<file path="src/sv/ows_pkg.sv">
package ows_pkg;

  localparam int unsigned COUNT_W = 7;
  localparam logic [COUNT_W-1:0] MAX_DEVICES_RST = 7'd64;

  // Dallas/Maxim CRC-8, reflected form of x^8 + x^5 + x^4 + 1
  localparam logic [7:0] CRC8_POLY = 8'h8C;

  localparam logic MODE_NEW_SEARCH = 1'b0;
  localparam logic MODE_BIT_PAIR   = 1'b1;

  typedef struct packed {
    logic               direction_bit;
    logic               pass_done;
    logic               crc_ok;
    logic               more_devices;
    logic               no_response;
    logic [COUNT_W-1:0] found_count;
  } res_t;

  function automatic logic [7:0] crc8_bit(input logic [7:0] crc, input logic data_bit);
    logic       fb;
    logic [7:0] sh;
    fb = crc[0] ^ data_bit;
    sh = {1'b0, crc[7:1]};
    return fb ? (sh ^ CRC8_POLY) : sh;
  endfunction

endpackage

</file>
<file path="src/sv/ows_engine.sv">
// Search state and branch decision. The result for the item on the inputs is
// combinational; the state moves on at the edge where fire is high.
module ows_engine #(
  parameter int unsigned CODE_BITS    = 64,
  parameter int unsigned DEVICE_LIMIT = 64
) (
  input  logic                             clk,
  input  logic                             rst_n,
  input  logic                             fire,
  input  logic                             mode,
  input  logic                             id_bit,
  input  logic                             complement_bit,
  input  logic [ows_pkg::COUNT_W-1:0]      max_devices,
  output ows_pkg::res_t                    res,
  output logic [CODE_BITS-1:0]             rom_code
);

  localparam int unsigned IDX_W = $clog2(CODE_BITS);
  localparam int unsigned POS_W = $clog2(CODE_BITS + 1);
  localparam int unsigned CW    = ows_pkg::COUNT_W;

  logic [CODE_BITS-1:0] prev_code_r, prev_code_nxt;
  logic [CODE_BITS-1:0] cur_code_r, cur_code_nxt;
  logic [POS_W-1:0]     last_disc_r, last_disc_nxt;
  logic [POS_W-1:0]     last_zero_r, last_zero_nxt;
  logic [IDX_W-1:0]     bit_idx_r, bit_idx_nxt;
  logic [CW-1:0]        total_r, total_nxt;
  logic [7:0]           crc_r, crc_nxt;
  logic                 finished_r, finished_nxt;

  logic [CW-1:0]        limit;
  logic                 stopped;
  logic                 conflict;
  logic [POS_W-1:0]     pos;
  logic                 dir;
  logic [CODE_BITS-1:0] code_bit;
  logic [7:0]           crc_upd;
  logic                 last_bit;
  logic [CW-1:0]        total_inc;
  logic [POS_W-1:0]     lz_upd;
  logic                 more;

  assign limit    = (max_devices > CW'(DEVICE_LIMIT)) ? CW'(DEVICE_LIMIT) : max_devices;
  assign stopped  = finished_r || (total_r >= limit);
  assign conflict = (id_bit == complement_bit);
  assign pos      = POS_W'(bit_idx_r) + POS_W'(1);
  assign last_bit = (bit_idx_r == IDX_W'(CODE_BITS - 1));

  always_comb begin
    priority if (!conflict) begin
      dir = id_bit;
    end else if (pos < last_disc_r) begin
      dir = prev_code_r[bit_idx_r];
    end else if (pos == last_disc_r) begin
      dir = 1'b1;
    end else begin
      dir = 1'b0;
    end
  end

  always_comb begin
    code_bit            = '0;
    code_bit[bit_idx_r] = dir;
  end

  assign crc_upd   = ows_pkg::crc8_bit(crc_r, dir);
  assign total_inc = total_r + CW'(1);
  // a conflict resolved to 0 is the newest branch still to explore
  assign lz_upd    = (conflict && !dir) ? pos : last_zero_r;
  assign more      = (lz_upd != '0) && (total_inc < limit);

  always_comb begin
    res           = '0;
    rom_code      = '0;
    prev_code_nxt = prev_code_r;
    cur_code_nxt  = cur_code_r;
    last_disc_nxt = last_disc_r;
    last_zero_nxt = last_zero_r;
    bit_idx_nxt   = bit_idx_r;
    total_nxt     = total_r;
    crc_nxt       = crc_r;
    finished_nxt  = finished_r;
    priority if (mode == ows_pkg::MODE_NEW_SEARCH) begin
      prev_code_nxt = '0;
      cur_code_nxt  = '0;
      last_disc_nxt = '0;
      last_zero_nxt = '0;
      bit_idx_nxt   = '0;
      total_nxt     = '0;
      crc_nxt       = '0;
      finished_nxt  = 1'b0;
    end else if (stopped) begin
      res.found_count = total_r;
    end else if (id_bit && complement_bit) begin
      // nobody answered: restart the pass, keep the search history
      res.no_response = 1'b1;
      res.found_count = total_r;
      cur_code_nxt    = '0;
      last_zero_nxt   = '0;
      bit_idx_nxt     = '0;
      crc_nxt         = '0;
    end else begin
      res.direction_bit = dir;
      if (last_bit) begin
        res.pass_done    = 1'b1;
        res.crc_ok       = (crc_upd == 8'h00);
        res.more_devices = more;
        res.found_count  = total_inc;
        rom_code         = cur_code_r | code_bit;
        prev_code_nxt    = cur_code_r | code_bit;
        last_disc_nxt    = lz_upd;
        total_nxt        = total_inc;
        finished_nxt     = !more;
        cur_code_nxt     = '0;
        last_zero_nxt    = '0;
        bit_idx_nxt      = '0;
        crc_nxt          = '0;
      end else begin
        res.found_count = total_r;
        cur_code_nxt    = cur_code_r | code_bit;
        last_zero_nxt   = lz_upd;
        bit_idx_nxt     = bit_idx_r + IDX_W'(1);
        crc_nxt         = crc_upd;
      end
    end
  end

  always_ff @(posedge clk) begin
    if (!rst_n) begin
      prev_code_r <= '0;
      cur_code_r  <= '0;
      last_disc_r <= '0;
      last_zero_r <= '0;
      bit_idx_r   <= '0;
      total_r     <= '0;
      crc_r       <= '0;
      finished_r  <= 1'b0;
    end else if (fire) begin
      prev_code_r <= prev_code_nxt;
      cur_code_r  <= cur_code_nxt;
      last_disc_r <= last_disc_nxt;
      last_zero_r <= last_zero_nxt;
      bit_idx_r   <= bit_idx_nxt;
      total_r     <= total_nxt;
      crc_r       <= crc_nxt;
      finished_r  <= finished_nxt;
    end
  end

endmodule

</file>
<file path="src/sv/onewire_rom_search.sv">
// 1-Wire search-ROM engine. Each item is either a new-search command (mode 0)
// or one id/complement bit pair read from the bus, and each item gives exactly
// one result with the direction bit to write back. The pair that completes a
// code also carries the code, its CRC-8 check, the running device count and a
// flag saying whether another pass is worth running. An item passes through an
// input register and a result register; one item is taken every cycle while
// out_stall does not hold the result register. The loop through the search
// state (branch decision, code bit, CRC step) closes combinationally into the
// state registers. max_devices may only be written while no item is in flight.
module onewire_rom_search #(
  parameter int unsigned CODE_BITS    = 64,
  parameter int unsigned DEVICE_LIMIT = 64
) (
  input  logic                        clk,
  input  logic                        rst_n,

  input  logic                        cfg_we,
  input  logic [ows_pkg::COUNT_W-1:0] cfg_wdata,

  input  logic                        in_valid,
  output logic                        in_stall,
  input  logic                        in_mode,
  input  logic                        in_id_bit,
  input  logic                        in_complement_bit,

  output logic                        out_valid,
  input  logic                        out_stall,
  output logic                        out_direction_bit,
  output logic                        out_pass_done,
  output logic [CODE_BITS-1:0]        out_rom_code,
  output logic                        out_crc_ok,
  output logic                        out_more_devices,
  output logic                        out_no_response,
  output logic [ows_pkg::COUNT_W-1:0] out_found_count
);

  logic [ows_pkg::COUNT_W-1:0] max_dev_r;

  logic           s1_valid_r;
  logic           s1_mode_r;
  logic           s1_id_r;
  logic           s1_comp_r;

  logic           out_valid_r;
  ows_pkg::res_t  out_res_r;
  logic [CODE_BITS-1:0] out_code_r;

  logic           adv;
  logic           accept;
  ows_pkg::res_t  eng_res;
  logic [CODE_BITS-1:0] eng_code;

  assign adv      = s1_valid_r && (!out_valid_r || !out_stall);
  assign in_stall = s1_valid_r && !adv;
  assign accept   = in_valid && !in_stall;

  always_ff @(posedge clk) begin
    if (!rst_n) begin
      max_dev_r <= ows_pkg::MAX_DEVICES_RST;
    end else if (cfg_we) begin
      max_dev_r <= cfg_wdata;
    end
  end

  always_ff @(posedge clk) begin
    if (!rst_n) begin
      s1_valid_r <= 1'b0;
    end else if (accept) begin
      s1_valid_r <= 1'b1;
    end else if (adv) begin
      s1_valid_r <= 1'b0;
    end
  end

  always_ff @(posedge clk) begin
    if (accept) begin
      s1_mode_r <= in_mode;
      s1_id_r   <= in_id_bit;
      s1_comp_r <= in_complement_bit;
    end
  end

  ows_engine #(
    .CODE_BITS    (CODE_BITS),
    .DEVICE_LIMIT (DEVICE_LIMIT)
  ) u_engine (
    .clk            (clk),
    .rst_n          (rst_n),
    .fire           (adv),
    .mode           (s1_mode_r),
    .id_bit         (s1_id_r),
    .complement_bit (s1_comp_r),
    .max_devices    (max_dev_r),
    .res            (eng_res),
    .rom_code       (eng_code)
  );

  always_ff @(posedge clk) begin
    if (!rst_n) begin
      out_valid_r <= 1'b0;
    end else if (adv) begin
      out_valid_r <= 1'b1;
    end else if (!out_stall) begin
      out_valid_r <= 1'b0;
    end
  end

  always_ff @(posedge clk) begin
    if (adv) begin
      out_res_r  <= eng_res;
      out_code_r <= eng_code;
    end
  end

  assign out_valid         = out_valid_r;
  assign out_direction_bit = out_res_r.direction_bit;
  assign out_pass_done     = out_res_r.pass_done;
  assign out_rom_code      = out_code_r;
  assign out_crc_ok        = out_res_r.crc_ok;
  assign out_more_devices  = out_res_r.more_devices;
  assign out_no_response   = out_res_r.no_response;
  assign out_found_count   = out_res_r.found_count;

  // a finished item always lands in the result register
  a_adv_lands: assert property (@(posedge clk) disable iff (!rst_n)
    adv |=> out_valid_r)
    else $error("item left input register without reaching result register");

  a_abort_excl: assert property (@(posedge clk) disable iff (!rst_n)
    out_valid_r |-> !(out_res_r.no_response && out_res_r.pass_done))
    else $error("result both aborted and completed");

  a_abort_dir: assert property (@(posedge clk) disable iff (!rst_n)
    (out_valid_r && out_res_r.no_response) |-> !out_res_r.direction_bit)
    else $error("direction bit set on aborted pair");

  a_more_done: assert property (@(posedge clk) disable iff (!rst_n)
    (out_valid_r && !out_res_r.pass_done) |->
      (!out_res_r.more_devices && !out_res_r.crc_ok && out_code_r == '0))
    else $error("pass results shown without a completed code");

  a_count_range: assert property (@(posedge clk) disable iff (!rst_n)
    (out_valid_r && out_res_r.pass_done) |->
      (out_res_r.found_count != '0 &&
       out_res_r.found_count <= ows_pkg::COUNT_W'(DEVICE_LIMIT)))
    else $error("device count out of range on completed pass");

endmodule

</file>
<file path="config.mk">
export PLATFORM = sky130hd
export DESIGN_NAME = onewire_rom_search
export DESIGN_NICKNAME = d
export VERILOG_FILES = /design/src/sv/ows_pkg.sv /design/src/sv/ows_engine.sv /design/src/sv/onewire_rom_search.sv
export SDC_FILE = /design/constraint.sdc
export NUM_CORES = 1
export LEC_CHECK = 0
export ABC_AREA = 1
export BUFFER_PORTS_ARGS = -buffer_cell sky130_fd_sc_hd__buf_2
export CAP_MARGIN = 20
export CELL_PAD_IN_SITES_DETAIL_PLACEMENT = 1
export CELL_PAD_IN_SITES_GLOBAL_PLACEMENT = 1
export CORE_MARGIN = 4
export CORE_UTILIZATION = 40
export CTS_CLUSTER_DIAMETER = 200
export CTS_CLUSTER_SIZE = 12
export DETAILED_ROUTE_END_ITERATION = 8
export MAX_ROUTING_LAYER = met4
export PLACE_DENSITY_LB_ADDON = 0.1
export RECOVER_POWER = 100
export SYNTH_ARGS = -nofsm -noshare
export SYNTH_HDL_FRONTEND = slang
export SYNTH_SLANG_ARGS = --single-unit
</file>
<file path="constraint.sdc">
create_clock -name clk -period 4.25 [get_ports clk]
set_clock_uncertainty 0.05 [all_clocks]
set_input_delay 1.0625 -clock clk [delete_from_list [all_inputs] [get_ports clk]]
set_output_delay 1.0625 -clock clk [all_outputs]
set_load 0.02 [all_outputs]
</file>
==> qor.csv, run 1 <==
metric;value;unit
status;finished with violations;
violations;max-capacitance violations, max-slew violations;
dp_slack;0.437;ns
synth_most_common_cell;nand2_1;
setup_ws;0.494;ns
antenna_found_initial;0;
grt_util_met1;27.3;%
final_area;13100;um^2
die_height;180;um
clock-root-buffer;clkbuf_16;
ys_seq_area_share;49.5;%
endpoint_kind;register;
nNetsFinal;1614;
irDropWorstVdd;0.311;mV
rsz0062_at_grt;false;
coreArea;28900;um^2
grt_max_degree;89;
cts.sinks;252;
synth.area.top_cells;dfxtp_1 (29%), edfxtp_1 (20%), nand2_1 (11%);
multiInputGateArea;4520;um^2
dieArea;32300;um^2
clk_latency;0.52;ns
setup_tns;0;ns
startpoint_type;register;
finalSetupViolations;0;
chipWidth;180;um
use_met3;2.53;%
path_class;reg2reg;
max_freq;266;MHz
synthArstFlopShare;0;%
yosys_warnings;0;
hp-class;reg2reg;
slew_viol_final;37;
vias;9892;
cp_max_fo;15;
cts_tree;built;
syn-instance-count;1503;
synth-edff-count;79;
gp_congestion;0.841;
cts_hold_buf;0;
yosys.area.top_type_share;29.4;%
p_per_area;386;nW/um^2
power;5.04;mW
track_usage;20.8;%
num_io_pins;93;
diodes;0;
grt_overflow_total;0;
h-tree-depth;1;
yosys_most_used_dff;dfxtp_1;
worst_pin_slew;1.78;ns
final-hold-violation-count;0;
drc_errors;0;
io_buffers;92;
final_cells;1977;
numCtsBuffers;24;
ant_nets;0;
syn_nets;1542;
leakage;4.67;nW
nFillCells;3638;
synth_cell_type_count;46;
final-seq-area;5840;um^2
busiest_layer;met2;
yosys.area.top_type;dfxtp_1;
dp.cells;1932;
grtUsageMet2;35.1;%
slew_headroom;-18.6;%
avgRoutedWirePerCell;16.6;um
syn_area;11800;um^2
min_period_over_period;88.4;%
drtIter0Drc;534;
synth_common_cells;nand2_1 (358), inv_1 (233), nor2_1 (186), dfxtp_1 (173), a21oi_1 (114);
rows;62;
grt_pass1_wl;54400;um
clk_pin_slew;0.06;ns
place_hpwl;21400;um
period_minus_slack;3.76;ns
first_pass_iters;5;
synth-seq-cells;252;
syn_area_per_cell;7.84;um^2
max_cap_violations;1;
grt_pass1_vias;10300;
post_drt_via_cell_ratio;5.00;
cp.arrival;3.95;ns
cts_setup_buffers;0;
layout-drive-gt1-share;5.78;%
areaGrowthSynthToFinish;10.8;%
required;4.44;ns
drt-total-wl;32900;um
start_util;40.8;%
placed_area;12600;um^2
clk_path_buf_depth;3;
-- state kept, by name (all words and copies together) (netlist names), 6 cells and up --
name,count
max_dev_r,7
u_engine.cur_code_r,64
u_engine.total_r,7
u_engine.last_disc_r,7
out_rom_code,64
u_engine.prev_code_r,64
u_engine.bit_idx_r,6
out_found_count,7
u_engine.last_zero_r,7
u_engine.crc_r,8
-- worst paths after layout --
| kind | slack (ns) | depth (start not counted) | start | to |
|---|---|---|---|---|
| max | 0.49 | 18 | u_engine.bit_idx_r[1] | out_rom_code[63] |
| min | 0.42 | 2 | u_engine.prev_code_r[21] | u_engine.prev_code_r[21] |
| max reg2reg | 0.49 | 18 | u_engine.bit_idx_r[1] | out_rom_code[63] |
| min reg2reg | 0.42 | 2 | u_engine.prev_code_r[21] | u_engine.prev_code_r[21] |
-- area by class of cell --
cell class	count	area share, %
well taps	384	3.68
flip-flops and latches	252	44.7
multi-input cells	934	34.6
inverters	242	6.97
repair buffers	121	4.69
clock buffers	44	5.34
-- timing repair --
action	in CTS	in global routing
resized for setup	0	1
endpoints found under the hold margin	0	0
setup endpoints to repair	0	6
-- worst max-delay path, stage by stage (launching register included) --
cell     delay [ns]
dfxtp_1        0.51
ha_1           0.23
nand2_1        0.10
nor2_1         0.14
xor2_1         0.22
inv_1          0.09
ha_1           0.32
a21oi_1        0.13
o21ai_0        0.10
a21oi_1        0.18
nand2_1        0.08
nor2_1         0.13
nand3_2        0.11
nand2_4        0.13
nand2_4        0.10
o21ai_4        0.20
nor2_2         0.22
a21oi_1        0.30
nor2_1         0.13
-- where the power goes --
part / switching [mW] / leakage, nW / internal [mW] / total [mW]
sequential: 0.0239 / 2.22 / 2.52 / 2.54
clock: 0.919 / 0.331 / 1.10 / 2.02
combinational: 0.365 / 2.12 / 0.124 / 0.489
total: 1.31 / 4.67 / 3.74 / 5.04
-- routing by layer --
layer | up-vias | routed length, um
li1 | 4928 | -
met1 | 4786 | 15400
met2 | 139 | 15800
met3 | 39 | 1160
met4 | 0 | 562
met5 | - | 0
-- per-stage QoR --
stage | utilization, % | hold slack, ns
global route | 45.2 | 0.432
CTS | 46.2 | 0.417
floorplan | - | 0.390
detailed placement | 43.8 | 0.407
global placement | 43.8 | 0.400
finish | 45.2 | 0.417
-- placed cells by master, fill, tap and decap left out, drive strengths merged, types with 2 or more instances in the layout --
cell type  Yosys  final
clkinv         1      2
inv          241    239
nand3         34     34
a21oi        114    114
clkbuf        51    128
or2            4      4
o21bai         2      2
nand4          4      4
nor4           2      2
o211ai        10     10
edfxtp        79     79
dfxtp        173    173
nand3b         5      5
a211oi        10     10
o21ai         89     89
nor3           7      7
o21a           8      8
a22oi         56     56
nor2         193    193
ha            24     24
nand2        361    361
xor2           4      4
buf           24     37
a31oi          2      2
-- cell families (layout without fill, tap and decap cells) --
group           count (synthesis)  in the layout  share of synthesized area (%)
xor+xnor                        4              4                          0.297
buf+inv                       317            407                           10.7
simple gates                  611            611                           21.0
compound gates                295            295                           15.9
fa+ha+maj                      24             24                           2.55
flops                         252            252                           49.5
(Power assumes the default switching activity.)
==> inputs of run 2 (changes only) <==
Settings changed: CORE_UTILIZATION 40 to 45.
Clock period 4.25 ns to 4.07 ns, I/O delays scaled along.
==> run 2 against run 1 <==
The flow still finishes with violations (max-capacitance violations, max-slew violations). Sequential power rose by 4%. Clock power increased by 4%. Combinational power rose by 8.2%. Via count rose by 1.6%. Flip-flop and latch count did not move.
==> qor.csv, run 2 (synthesis gave the netlist of run 1 again) <==
metric;value;unit
status;finished with violations;
violations;max-capacitance violations, max-slew violations;
final_common_cell;nand2_1;
numCtsBuffers;24;
clock-root-buffer;clkbuf_16;
track_usage;23.6;%
slew_viol_final;29;
power.switching;1.37;mW
final_area;13000;um^2
final-hold-violation-count;0;
post_drt_via_cell_ratio;5.23;
clk_latency;0.53;ns
place_hpwl;21000;um
chipWidth;170;um
worstRegToRegCells;18;
setup_tns;0;ns
leakage;4.68;nW
hp-class;reg2reg;
placed_area;12600;um^2
startpoint_type;register;
power_frac_comb;10.0;%
die_height;170;um
cp_cell_sequence;ha_1 -> nand2_1 -> nor2_1 -> xor2_1 -> inv_1 -> ha_1 -> a21oi_1 -> o21ai_0 -> a21oi_1 -> nand2_1 -> nor2_1 -> nand3_2 -> nand2_4 -> nand2_4 -> o21ai_4 -> nor2_2 -> a21oi_1 -> nor2_1;
period_minus_slack;3.79;ns
rows;58;
p_per_area;406;nW/um^2
nNetsFinal;1614;
cts_tree;built;
path_buf_inv;1;
max_cap_violations;1;
coreArea;25500;um^2
layout-drive-gt1-share;5.90;%
avgRoutedWirePerCell;17.4;um
first_pass_iters;4;
grt_overflow_total;0;
h-tree-depth;1;
clk_pin_slew;0.07;ns
max_stage_delay;0.46;ns
max_freq;264;MHz
irDropWorstVdd;0.272;mV
internal_power;3.91;mW
drtIter0Drc;616;
cp.arrival;3.99;ns
worstReg2RegStart;u_engine.bit_idx_r[0];
ff2ff_setup_slack;0.28;ns
drc_errors;0;
grt_pass1_wl;54100;um
cts.sinks;252;
drt-total-wl;33400;um
rsz0062_at_grt;false;
cp_max_fo;13;
slew_headroom;-14.9;%
cts_setup_buffers;0;
pwr-share-clk;39.7;%
worst_hold_path.num_cells;2;
cts_hold_buf;0;
pwr-share-seq;50.3;%
clk_path_buf_depth;3;
io_buffers;92;
start_util;46.2;%
slowest_stage;dfxtp_1;
grt_pass1_vias;10500;
finalSetupViolations;0;
worst_pin_slew;1.72;ns
endpoint_kind;register;
antenna_found_initial;0;
ant_nets;0;
required;4.28;ns
gp_congestion;0.840;
diodes;0;
vias;10000;
layout_common_cells;nand2_1 (357), inv_1 (233), nor2_1 (186);
r2r_end;out_rom_code[47];
grt_max_degree;88;
dp_slack;0.211;ns
num_io_pins;93;
switching_share;26.0;%
cpLargestDelayFamily;simple AND/OR/NAND/NOR gates;
min_period_over_period;93.0;%
setup_ws;0.285;ns
path_class;reg2reg;
areaGrowthSynthToFinish;10.5;%
min_from;u_engine.prev_code_r[17];
min_to;u_engine.prev_code_r[17];
post_cts_resized;0;
dieArea;28800;um^2
[run 2: cell types whose count changed in the layout (fill, tap and decap cells not counted), sizes merged]
cell	delta
clkbuf	-1
clkinvlp	-1
inv	+1
o21ai	+1
[run 2: metrics by stage]
step                      util (%)  power, mW  hold slack [ns]  instances
after detailed placement      49.4       3.26            0.405       1878
after global routing          51.1       5.51            0.438       1923
after global placement        49.4       3.25            0.402       1878
after floorplan                  -       3.08            0.390       1503
final                         51.1       5.28            0.413       1923
after CTS                     52.1       5.36            0.416       1922
[run 2: worst reg2reg max path, cell delays in order (launching register included)]
cell	delay, ns
dfxtp_1	0.46
ha_1	0.22
nand2_1	0.10
nor2_1	0.15
xor2_1	0.25
inv_1	0.10
ha_1	0.32
a21oi_1	0.15
o21ai_0	0.10
a21oi_1	0.17
nand2_1	0.09
nor2_1	0.14
nand3_2	0.11
nand2_4	0.13
nand2_4	0.12
o21ai_4	0.28
nor2_2	0.23
a21oi_1	0.30
nor2_1	0.07
[run 2: metal layers]
metal / GRT usage [%] / wire length [um]
met1: 29.9 / 15100
met2: 40.9 / 16200
met3: 2.91 / 1460
met4: 5.08 / 674
met5: - / 0
[run 2: layout make-up]
type / count / area [um^2]
fill: 3249 / 12500
sequential: 252 / 5840
multi-input combinational: 935 / 4530
inverter: 242 / 911
clock buffer: 44 / 697
timing repair buffer: 120 / 619
tap: 330 / 413
[run 2: how the worst max path moves through the flow]
stage / start / end / slack [ns] / cells after the start
2_1_floorplan: u_engine.bit_idx_r[1] / out_rom_code[44] / 1.03 / 19
5_1_grt: max_dev_r[6] / u_engine.prev_code_r[54] / 0.03 / 16
3_3_place_gp: u_engine.bit_idx_r[1] / out_rom_code[13] / 0.43 / 19
4_1_cts: u_engine.bit_idx_r[1] / u_engine.cur_code_r[10] / 0.15 / 19
6_report: u_engine.bit_idx_r[0] / out_rom_code[47] / 0.28 / 18
3_5_place_dp: u_engine.bit_idx_r[1] / u_engine.cur_code_r[10] / 0.21 / 19
[run 2: power groups by stage]
stage	clock network, mW	registers [mW]	logic, mW
2_1_floorplan	0	2.73	0.356
3_3_place_gp	0	2.71	0.538
3_5_place_dp	0	2.71	0.549
4_1_cts	2.15	2.65	0.554
5_1_grt	2.26	2.66	0.589
6_report	2.10	2.65	0.529
